**config.mk**
```make
export PLATFORM = sky130hd
export DESIGN_NAME = priority_resource_arbiter_cooldown
export DESIGN_NICKNAME = d
export VERILOG_FILES = /design/src/hw/rtl/prac_pkg.sv /design/src/hw/rtl/priority_resource_arbiter_cooldown.sv /design/src/hw/rtl/prac_ram.sv /design/src/hw/rtl/prac_ctrl.sv /design/src/hw/rtl/prac_dp.sv
export SDC_FILE = /design/constraint.sdc
export NUM_CORES = 1
export LEC_CHECK = 0
export BUFFER_PORTS_ARGS = -buffer_cell sky130_fd_sc_hd__buf_2
export CORE_AREA = 10 10 277 305
export CTS_CLUSTER_DIAMETER = 100
export CTS_CLUSTER_SIZE = 28
export DETAILED_ROUTE_END_ITERATION = 8
export DIE_AREA = 0 0 287 315
export GPL_TIMING_DRIVEN = 0
export HOLD_SLACK_MARGIN = 0.05
export PLACE_DENSITY = 0.68
export SETUP_SLACK_MARGIN = 0.15
export SYNTH_ARGS = -nofsm -noshare
export SYNTH_HDL_FRONTEND = slang
export SYNTH_SLANG_ARGS = --single-unit
```
**constraint.sdc**
```tcl
create_clock -name clk -period 15.4 [get_ports clk]
set_input_delay 3.08 -clock clk [delete_from_list [all_inputs] [get_ports clk]]
set_output_delay 3.08 -clock clk [all_outputs]
set_load 0.03 [all_outputs]
```
**src/hw/rtl/prac_pkg.sv**
```systemverilog
// Shared types and constants for the priority resource arbiter with cooldown.
`default_nettype none

package prac_pkg;

    // Key and time width
    localparam int KEY_W = 32;

    // APB register map
    localparam int ADDR_W = 4;
    localparam logic [1:0] REG_DEADLINE_MODE = 2'd0;
    localparam logic [1:0] REG_BURNOUT_TIME  = 2'd1;
    localparam logic [1:0] REG_COOLDOWN_TIME = 2'd2;

    // Transaction kinds on the input channel
    localparam logic [1:0] REQ_ENQUEUE = 2'd0;
    localparam logic [1:0] REQ_RELEASE = 2'd1;
    localparam logic [1:0] REQ_TICK    = 2'd2;

    // Controller states
    typedef enum logic [2:0] {
        ST_IDLE,
        ST_CHECK,
        ST_SCAN,
        ST_SHIFT_RD,
        ST_SHIFT_WR,
        ST_RESP
    } prac_state_t;

    // Configuration registers
    typedef struct packed {
        logic             deadline_mode;
        logic [KEY_W-1:0] burnout_time;
        logic [KEY_W-1:0] cooldown_time;
    } prac_cfg_t;

    // Controller to datapath commands
    typedef struct packed {
        logic accept;
        logic scan_start;
        logic scan_step;
        logic shift_rd;
        logic shift_wr;
        logic finish;
        logic load_out;
    } prac_cmd_t;

    // Datapath to controller status
    typedef struct packed {
        logic grant_ok;
        logic scan_last;
        logic shift_done;
        logic out_free;
    } prac_status_t;

endpackage

`default_nettype wire

```
**src/hw/rtl/priority_resource_arbiter_cooldown.sv**
```systemverilog
// Top level of the priority resource arbiter with cooldown: APB registers, controller, datapath.
// Usage:
//   Input channel (in_valid/in_ready) carries one transaction per item: req_type selects
//   enqueue a requester, release the resource, or advance the millisecond clock.
//   Output channel (out_valid/out_ready) returns exactly one result per input transaction:
//   grant_valid/granted_id when the resource went to the best queued entry, and
//   queue_overflow when an enqueue found the queue full and was dropped.
//   The APB port holds deadline_mode (0x0), burnout_time (0x4) and cooldown_time (0x8);
//   write it only while the block is idle.
// Sequencing:
//   Without a grant an accepted item passes through the check and response states into the
//   output register, and the next item is accepted the cycle after the result is loaded.
//   With a grant the check is followed by a search that reads one entry per cycle and a
//   compaction that moves each entry behind the winner with a read state on the single
//   read port and a write state on the write port of the queue RAM.
// Reset clears the queue fill count, clocks, ticket counter and busy flag; queue
//   contents need no clearing. If the receiver stalls, the result stays in the output
//   register and the block holds the following item in its response state.
`default_nettype none

module priority_resource_arbiter_cooldown #(
    parameter int QUEUE_DEPTH = 16,
    parameter int ID_BITS     = 8
) (
    input  wire                            clk,
    input  wire                            rst_n,
    // APB configuration port
    input  wire                            psel,
    input  wire                            penable,
    input  wire                            pwrite,
    input  wire  [prac_pkg::ADDR_W-1:0]    paddr,
    input  wire  [31:0]                    pwdata,
    output logic [31:0]                    prdata,
    output logic                           pready,
    // Input channel
    input  wire                            in_valid,
    output logic                           in_ready,
    input  wire  [1:0]                     req_type,
    input  wire  [ID_BITS-1:0]             requester_id,
    input  wire  [prac_pkg::KEY_W-1:0]     last_active_time,
    // Output channel
    output logic                           out_valid,
    input  wire                            out_ready,
    output logic                           grant_valid,
    output logic [ID_BITS-1:0]             granted_id,
    output logic                           queue_overflow
);
    import prac_pkg::*;

    localparam int CW = $clog2(QUEUE_DEPTH + 1);

    logic             mode_reg;
    logic [KEY_W-1:0] burnout_reg;
    logic [KEY_W-1:0] cooldown_reg;
    logic [1:0]       reg_index;
    logic             apb_write;

    prac_cfg_t        cfg;
    prac_cmd_t        cmd;
    prac_status_t     status;
    logic [CW-1:0]    q_count;

    assign pready    = 1'b1;
    assign reg_index = paddr[3:2];
    assign apb_write = psel && penable && pwrite && pready;

    // Configuration registers
    always_ff @(posedge clk or negedge rst_n)
    begin
        if (!rst_n)
        begin
            mode_reg     <= 1'b0;
            burnout_reg  <= '0;
            cooldown_reg <= '0;
        end
        else if (apb_write)
        begin
            case (reg_index)
                REG_DEADLINE_MODE: mode_reg     <= pwdata[0];
                REG_BURNOUT_TIME:  burnout_reg  <= pwdata;
                REG_COOLDOWN_TIME: cooldown_reg <= pwdata;
                default:           mode_reg     <= mode_reg;
            endcase
        end
    end

    // Register readback
    always_comb
    begin
        case (reg_index)
            REG_DEADLINE_MODE: prdata = {31'd0, mode_reg};
            REG_BURNOUT_TIME:  prdata = burnout_reg;
            REG_COOLDOWN_TIME: prdata = cooldown_reg;
            default:           prdata = '0;
        endcase
    end

    assign cfg = '{
        deadline_mode: mode_reg,
        burnout_time:  burnout_reg,
        cooldown_time: cooldown_reg
    };

    prac_ctrl u_ctrl (
        .clk      (clk),
        .rst_n    (rst_n),
        .in_valid (in_valid),
        .in_ready (in_ready),
        .status   (status),
        .cmd      (cmd)
    );

    prac_dp #(
        .QUEUE_DEPTH (QUEUE_DEPTH),
        .ID_BITS     (ID_BITS)
    ) u_dp (
        .clk              (clk),
        .rst_n            (rst_n),
        .cfg              (cfg),
        .cmd              (cmd),
        .status           (status),
        .req_type         (req_type),
        .requester_id     (requester_id),
        .last_active_time (last_active_time),
        .out_valid        (out_valid),
        .out_ready        (out_ready),
        .grant_valid      (grant_valid),
        .granted_id       (granted_id),
        .queue_overflow   (queue_overflow),
        .q_count          (q_count)
    );

    // An accepted transaction occupies the block, so in_ready is low after an accept
    a_busy_after_accept: assert property (@(posedge clk) disable iff (!rst_n)
        (in_valid && in_ready) |=> !in_ready)
        else $error("input accepted while previous transaction in progress");

    // Queue fill never exceeds its depth
    a_count_bound: assert property (@(posedge clk) disable iff (!rst_n)
        q_count <= CW'(QUEUE_DEPTH))
        else $error("queue fill count beyond depth");

    // A result without a grant reports id zero
    a_idle_id_zero: assert property (@(posedge clk) disable iff (!rst_n)
        (out_valid && !grant_valid) |-> (granted_id == '0))
        else $error("granted id nonzero without grant");

endmodule

`default_nettype wire

```
**src/hw/rtl/prac_ram.sv**
```systemverilog
// Generic single-write, single-read RAM with registered read data.
`default_nettype none

module prac_ram #(
    parameter int WIDTH = 40,
    parameter int DEPTH = 16
) (
    input  wire                       clk,
    input  wire                       we,
    input  wire  [$clog2(DEPTH)-1:0]  waddr,
    input  wire  [WIDTH-1:0]          wdata,
    input  wire  [$clog2(DEPTH)-1:0]  raddr,
    output logic [WIDTH-1:0]          rdata
);

    logic [WIDTH-1:0] mem_reg [DEPTH];
    logic [WIDTH-1:0] rdata_reg;

    // Write port and registered read port
    always_ff @(posedge clk)
    begin
        if (we)
        begin
            mem_reg[waddr] <= wdata;
        end
        rdata_reg <= mem_reg[raddr];
    end

    assign rdata = rdata_reg;

endmodule

`default_nettype wire

```
**src/hw/rtl/prac_ctrl.sv**
```systemverilog
// Sequencing state machine for the arbiter: accept, grant check, scan, compaction, response.
`default_nettype none

module prac_ctrl (
    input  wire                          clk,
    input  wire                          rst_n,
    input  wire                          in_valid,
    output logic                         in_ready,
    input  wire prac_pkg::prac_status_t  status,
    output prac_pkg::prac_cmd_t          cmd
);
    import prac_pkg::*;

    prac_state_t state_reg;
    prac_state_t state_next;

    // State register
    always_ff @(posedge clk or negedge rst_n)
    begin
        if (!rst_n)
        begin
            state_reg <= ST_IDLE;
        end
        else
        begin
            state_reg <= state_next;
        end
    end

    // Next state
    always_comb
    begin
        state_next = state_reg;
        case (state_reg)
            ST_IDLE:
            begin
                if (in_valid)
                begin
                    state_next = ST_CHECK;
                end
            end
            ST_CHECK:
            begin
                state_next = status.grant_ok ? ST_SCAN : ST_RESP;
            end
            ST_SCAN:
            begin
                if (status.scan_last)
                begin
                    state_next = ST_SHIFT_RD;
                end
            end
            ST_SHIFT_RD:
            begin
                state_next = status.shift_done ? ST_RESP : ST_SHIFT_WR;
            end
            ST_SHIFT_WR:
            begin
                state_next = ST_SHIFT_RD;
            end
            ST_RESP:
            begin
                if (status.out_free)
                begin
                    state_next = ST_IDLE;
                end
            end
            default:
            begin
                state_next = ST_IDLE;
            end
        endcase
    end

    // Command outputs
    always_comb
    begin
        cmd      = '0;
        in_ready = 1'b0;
        case (state_reg)
            ST_IDLE:
            begin
                in_ready   = 1'b1;
                cmd.accept = in_valid;
            end
            ST_CHECK:
            begin
                cmd.scan_start = status.grant_ok;
            end
            ST_SCAN:
            begin
                cmd.scan_step = 1'b1;
            end
            ST_SHIFT_RD:
            begin
                cmd.shift_rd = !status.shift_done;
                cmd.finish   = status.shift_done;
            end
            ST_SHIFT_WR:
            begin
                cmd.shift_wr = 1'b1;
            end
            ST_RESP:
            begin
                cmd.load_out = status.out_free;
            end
            default:
            begin
                cmd = '0;
            end
        endcase
    end

endmodule

`default_nettype wire

```
**src/hw/rtl/prac_dp.sv**
```systemverilog
// Arbiter datapath: queue storage, key formation, minimum search, compaction and output register.
`default_nettype none

module prac_dp #(
    parameter int QUEUE_DEPTH = 16,
    parameter int ID_BITS     = 8
) (
    input  wire                                   clk,
    input  wire                                   rst_n,
    input  wire prac_pkg::prac_cfg_t              cfg,
    input  wire prac_pkg::prac_cmd_t              cmd,
    output prac_pkg::prac_status_t                status,
    input  wire  [1:0]                            req_type,
    input  wire  [ID_BITS-1:0]                    requester_id,
    input  wire  [prac_pkg::KEY_W-1:0]            last_active_time,
    output logic                                  out_valid,
    input  wire                                   out_ready,
    output logic                                  grant_valid,
    output logic [ID_BITS-1:0]                    granted_id,
    output logic                                  queue_overflow,
    output logic [$clog2(QUEUE_DEPTH+1)-1:0]      q_count
);
    import prac_pkg::*;

    localparam int AW = $clog2(QUEUE_DEPTH);
    localparam int CW = $clog2(QUEUE_DEPTH + 1);
    localparam int XW = AW + 1;
    localparam int EW = ID_BITS + KEY_W;

    // Control registers
    logic [CW-1:0]     count_reg,      count_next;
    logic [KEY_W-1:0]  ticket_reg,     ticket_next;
    logic [KEY_W-1:0]  cur_time_reg,   cur_time_next;
    logic [KEY_W-1:0]  free_time_reg,  free_time_next;
    logic              busy_reg,       busy_next;
    logic              out_valid_reg,  out_valid_next;

    // Payload registers
    logic              ovf_reg,        ovf_next;
    logic              granted_reg,    granted_next;
    logic [AW-1:0]     scan_reg,       scan_next;
    logic [AW-1:0]     pos_reg,        pos_next;
    logic [KEY_W-1:0]  best_key_reg,   best_key_next;
    logic [ID_BITS-1:0] best_id_reg,   best_id_next;
    logic              grant_out_reg,  grant_out_next;
    logic [ID_BITS-1:0] id_out_reg,    id_out_next;
    logic              ovf_out_reg,    ovf_out_next;

    // RAM port signals
    logic              ram_we;
    logic [AW-1:0]     ram_waddr;
    logic [EW-1:0]     ram_wdata;
    logic [AW-1:0]     ram_raddr;
    logic [EW-1:0]     ram_rdata;
    logic [KEY_W-1:0]  rd_key;
    logic [ID_BITS-1:0] rd_id;

    logic [KEY_W-1:0]  new_key;
    logic              queue_full;
    logic [XW-1:0]     pos_inc;
    logic [XW-1:0]     count_ext;

    assign rd_key     = ram_rdata[KEY_W-1:0];
    assign rd_id      = ram_rdata[EW-1:KEY_W];
    assign queue_full = (count_reg == CW'(QUEUE_DEPTH));
    assign new_key    = cfg.deadline_mode ? (last_active_time + cfg.burnout_time) : ticket_reg;
    assign pos_inc    = XW'(pos_reg) + XW'(1);
    assign count_ext  = XW'(count_reg);

    // Status to controller
    assign status = '{
        grant_ok:   !busy_reg && (count_reg != '0) && (cur_time_reg >= free_time_reg),
        scan_last:  (XW'(scan_reg) + XW'(1)) == count_ext,
        shift_done: (pos_inc >= count_ext),
        out_free:   !out_valid_reg || out_ready
    };

    // Queue storage: {id, key} per entry
    prac_ram #(
        .WIDTH (EW),
        .DEPTH (QUEUE_DEPTH)
    ) u_queue_ram (
        .clk   (clk),
        .we    (ram_we),
        .waddr (ram_waddr),
        .wdata (ram_wdata),
        .raddr (ram_raddr),
        .rdata (ram_rdata)
    );

    // RAM write and read address selection
    always_comb
    begin
        ram_we    = 1'b0;
        ram_waddr = count_reg[AW-1:0];
        ram_wdata = {requester_id, new_key};
        if (cmd.accept && (req_type == REQ_ENQUEUE) && !queue_full)
        begin
            ram_we = 1'b1;
        end
        else if (cmd.shift_wr)
        begin
            ram_we    = 1'b1;
            ram_waddr = pos_reg;
            ram_wdata = ram_rdata;
        end

        if (cmd.shift_rd)
        begin
            ram_raddr = pos_inc[AW-1:0];
        end
        else if (cmd.scan_step)
        begin
            ram_raddr = scan_reg + AW'(1);
        end
        else
        begin
            ram_raddr = '0;
        end
    end

    // Next-state logic
    always_comb
    begin
        count_next     = count_reg;
        ticket_next    = ticket_reg;
        cur_time_next  = cur_time_reg;
        free_time_next = free_time_reg;
        busy_next      = busy_reg;
        out_valid_next = out_valid_reg;
        ovf_next       = ovf_reg;
        granted_next   = granted_reg;
        scan_next      = scan_reg;
        pos_next       = pos_reg;
        best_key_next  = best_key_reg;
        best_id_next   = best_id_reg;
        grant_out_next = grant_out_reg;
        id_out_next    = id_out_reg;
        ovf_out_next   = ovf_out_reg;

        // Apply the accepted transaction
        if (cmd.accept)
        begin
            ovf_next     = 1'b0;
            granted_next = 1'b0;
            case (req_type)
                REQ_ENQUEUE:
                begin
                    if (!cfg.deadline_mode)
                    begin
                        ticket_next = ticket_reg + KEY_W'(1);
                    end
                    if (queue_full)
                    begin
                        ovf_next = 1'b1;
                    end
                    else
                    begin
                        count_next = count_reg + CW'(1);
                    end
                end
                REQ_RELEASE:
                begin
                    busy_next      = 1'b0;
                    free_time_next = cur_time_reg + cfg.cooldown_time;
                end
                REQ_TICK:
                begin
                    cur_time_next = cur_time_reg + KEY_W'(1);
                end
                default:
                begin
                    ovf_next = 1'b0;
                end
            endcase
        end

        // Minimum search, earliest entry wins a tie
        if (cmd.scan_start)
        begin
            scan_next = '0;
        end
        if (cmd.scan_step)
        begin
            scan_next = scan_reg + AW'(1);
            if ((scan_reg == '0) || (rd_key < best_key_reg))
            begin
                best_key_next = rd_key;
                best_id_next  = rd_id;
                pos_next      = scan_reg;
            end
        end

        // Compaction step
        if (cmd.shift_wr)
        begin
            pos_next = pos_inc[AW-1:0];
        end

        // Grant completes
        if (cmd.finish)
        begin
            count_next   = count_reg - CW'(1);
            busy_next    = 1'b1;
            granted_next = 1'b1;
        end

        // Output register
        if (cmd.load_out)
        begin
            out_valid_next = 1'b1;
            grant_out_next = granted_reg;
            id_out_next    = granted_reg ? best_id_reg : '0;
            ovf_out_next   = ovf_reg;
        end
        else if (out_ready)
        begin
            out_valid_next = 1'b0;
        end
    end

    // Control registers
    always_ff @(posedge clk or negedge rst_n)
    begin
        if (!rst_n)
        begin
            count_reg     <= '0;
            ticket_reg    <= '0;
            cur_time_reg  <= '0;
            free_time_reg <= '0;
            busy_reg      <= 1'b0;
            out_valid_reg <= 1'b0;
        end
        else
        begin
            count_reg     <= count_next;
            ticket_reg    <= ticket_next;
            cur_time_reg  <= cur_time_next;
            free_time_reg <= free_time_next;
            busy_reg      <= busy_next;
            out_valid_reg <= out_valid_next;
        end
    end

    // Payload registers
    always_ff @(posedge clk)
    begin
        ovf_reg       <= ovf_next;
        granted_reg   <= granted_next;
        scan_reg      <= scan_next;
        pos_reg       <= pos_next;
        best_key_reg  <= best_key_next;
        best_id_reg   <= best_id_next;
        grant_out_reg <= grant_out_next;
        id_out_reg    <= id_out_next;
        ovf_out_reg   <= ovf_out_next;
    end

    assign out_valid      = out_valid_reg;
    assign grant_valid    = grant_out_reg;
    assign granted_id     = id_out_reg;
    assign queue_overflow = ovf_out_reg;
    assign q_count        = count_reg;

endmodule

`default_nettype wire
```
==> metrics.yaml <==
clock_path_buffers: 3
holdPathEnd: "u_dp.best_id_reg[1]$_DFFE_PP_"
drc_errors: 0
die_x_um: 287
crit_fanout: 10
rows: 108
wl_met2_um: 53370
largest_register_ff_count: 640
grt_setup_unrepaired: "false"
synthTopCellsByCount: "edfxtp_1 (699), nand2_1 (569), a21oi_1 (181)"
crit_chain: "buf_2 > nor2b_1 > clkbuf_1 > clkbuf_1 > a22o_1 > buf_2"
cts_resized: 0
p_comb_frac: 0.366
ys.flop_type: "edfxtp_1"
cts_root_buffer: "clkbuf_16"
dieHeight_um: 315
seqPwrFrac: 0.465
grt_overflow_total: 0
cap_viol_max_count: 0
powerDensity_nw_per_um2: 167.0
min_from: "u_dp.u_queue_ram.rdata[33]$_DFF_P_"
clkPwrFrac: 0.169
finalSetupViolCount: 0
io_pins: 130
cts_hold_buf: 0
cp_slowest_cell: "clkbuf_1"
synth.area.top_cells: "edfxtp_1 (52%), dfrtp_1 (11%), nand2_1 (5.3%)"
fin_nets: 3600
antenna_found_initial: 3
final_hold_viol_count: 0
status: "finished, final reports clean"
synth_nets: 3395
tightestPinTransition_ns: 1.408
grt_usage: 0.2410
h-tree-depth: 2
dr.max_layer_used: "met5"
post_cts_buffers: 0
finClkSkew_ns: 0.03256
clock-sinks: 911
clk_pin_slew_worst_paths_ns: 0.10
synth_area_per_cell_um2: 12.69
fin_crit_ns: 7.914
r2r.worst_path.cells: 11
r2r_slack_ns: 10.26
drive_above_1_share: 0.09644
dpl.hpwl_um: 79890
syn_to_final_growth_pct: 9.548
yosys.area.top_type: "edfxtp_1"
register_area_um2: 26090
first_iter_violations: 3161
switching_share: 0.3803
grt_max_degree: 102
worstSetupStartpointType: "input port"
diodes: 0
critPathBufInv: 4
holdPathStages: 0
critPathKind: "in2out"
wl_per_cell_um: 25.04
critPathMaxStageDelay_ns: 0.66
start_util: 0.5131
post-route-period-util: 0.5139
r2r_start: "burnout_reg[0]$_DFFE_PN0P_"
peakVddDrop_mv: 0.1396
path_delay_family: "buffers and inverters"
place_congestion: 0.9030
yosys.area.top_type_share: 0.5219
p_sw_mw: 2.799
r2r-end: "u_dp.u_queue_ram.mem_reg[6][26]$_DFFE_PP_"
coreArea_um2: 78380
dpl_cell_area_um2: 42940
route.met3.wl_um: 7981
p_int_mw: 4.560
cts_buffers: 38
vias_per_cell: 6.064
nFillCells: 6564
cts_tree: "built"
multiInputGateArea_um2: 13270
dr_total_vias: 26959
portBuffers: 126
dieArea_um2: 90410
m1WireLength_um: 46810
hold_class: "reg2reg"
required_ns: 12.32
yosysSeqAreaShare: 0.6487
fin_tns_setup_ns: 0
ys_warn_count: 0
slew_viol_final: 0
grt_pass1_vias: 26016
first_pass_iters: 6
max-slew-margin-rel: 0.05420
netlist_area_um2: 40220
synth.most_common_cell: "edfxtp_1"
design_area_um2: 44060
syn_inst: 3169
clock.fmax_ghz: 0.1264
clk_latency_ns: 0.63
synth-edff-count: 699
ant_nets: 0
synth_cell_types: 72
cp.arrival_ns: 4.83
wl_um: 111300
async_flop_share: 0.1877
leakagePower_nw: 16.75
ys_seq_elements: 911
grt_first_pass_wirelength_um: 165400
cp-end-kind: "output pin"
-- worst reg2reg max path: stages (launching register included) --
cell      delay (ns)
dfrtp_1         0.46
ha_1            0.26
fa_1            0.42
a21o_1          0.19
a221oi_1        0.58
o21ai_0         0.62
a211oi_1        0.48
nor3_1          0.16
a221oi_1        0.58
xnor2_1         0.19
nor2_1          0.08
nor3_2          0.77
-- power groups by stage --
stage | Sequential, mW | Combinational [mW] | Clock (mW)
after floorplan | 3.41 | 1.65 | 0
after global placement | 3.49 | 2.53 | 0
after detailed placement | 3.47 | 2.66 | 0
after CTS | 3.42 | 2.67 | 1.25
after global routing | 3.45 | 2.92 | 1.33
final | 3.42 | 2.69 | 1.24
-- metal layers --
| metal | vias up | track usage |
|---|---|---|
| met5 | - | 0 |
| met4 | 4 | 0.06846 |
| met3 | 151 | 0.02708 |
| met2 | 1062 | 0.3920 |
| met1 | 13552 | 0.3394 |
| li1 | 12190 | - |
-- cells by family after synthesis --
| family | Yosys count | share of synthesized area |
|---|---|---|
| xor gates and xnor gates | 126 | 0.02744 |
| and+or+nand+nor | 895 | 0.09638 |
| adders and majority gates | 141 | 0.04443 |
| other | 1 | 0.00009324 |
| muxes | 166 | 0.04331 |
| DFF | 911 | 0.6487 |
| buffers and inverters | 262 | 0.02545 |
| AOI/OAI and AO/OA | 667 | 0.1142 |
-- how the worst max path moves through the flow --
stage,end,cells after the start,from
2_1_floorplan,prdata[0],5,paddr[3]
3_5_place_dp,prdata[0],7,paddr[3]
6_report,prdata[9],6,paddr[3]
4_1_cts,prdata[0],7,paddr[3]
5_1_grt,prdata[0],7,paddr[3]
3_3_place_gp,u_dp.best_key_reg[12]$_DFFE_PP_,10,u_dp.best_key_reg[1]$_DFFE_PP_
-- area by class of cell --
type / count / share of cell area
sequential: 911 / 0.5922
multi-input combinational: 1996 / 0.3011
tap: 1045 / 0.02968
timing repair buffer: 165 / 0.02868
clock buffer: 64 / 0.02403
buffer: 157 / 0.01428
inverter: 105 / 0.008946
clock inverter: 3 / 0.001079
-- placed cells by master, fill, tap and decap left out, types with 64 or more instances in the layout --
cell type    n
nand2_1    569
nor3_1      65
xnor2_1     87
o21ai_0     89
mux2_2      64
a32o_1      74
clkbuf_1   158
edfxtp_1   699
mux2i_1    102
dfrtp_1    171
inv_1      105
a32oi_1     88
a21oi_1    181
ha_1       138
buf_2      139
nor2_1      83
-- stage by stage --
stage	setup slack [ns]	util	std cells	power, mW	hold WS [ns]
finish	7.486	0.5621	4446	7.358	0.4510
global route	7.414	0.5621	4446	7.698	0.4531
CTS	7.515	0.5621	4446	7.343	0.4477
detailed placement	7.517	0.5479	4379	6.133	0.4240
global placement	6.027	0.5379	4340	6.026	0.4197
floorplan	8.288	-	3169	5.063	0.4003
Power figures use the tool's default switching activity.
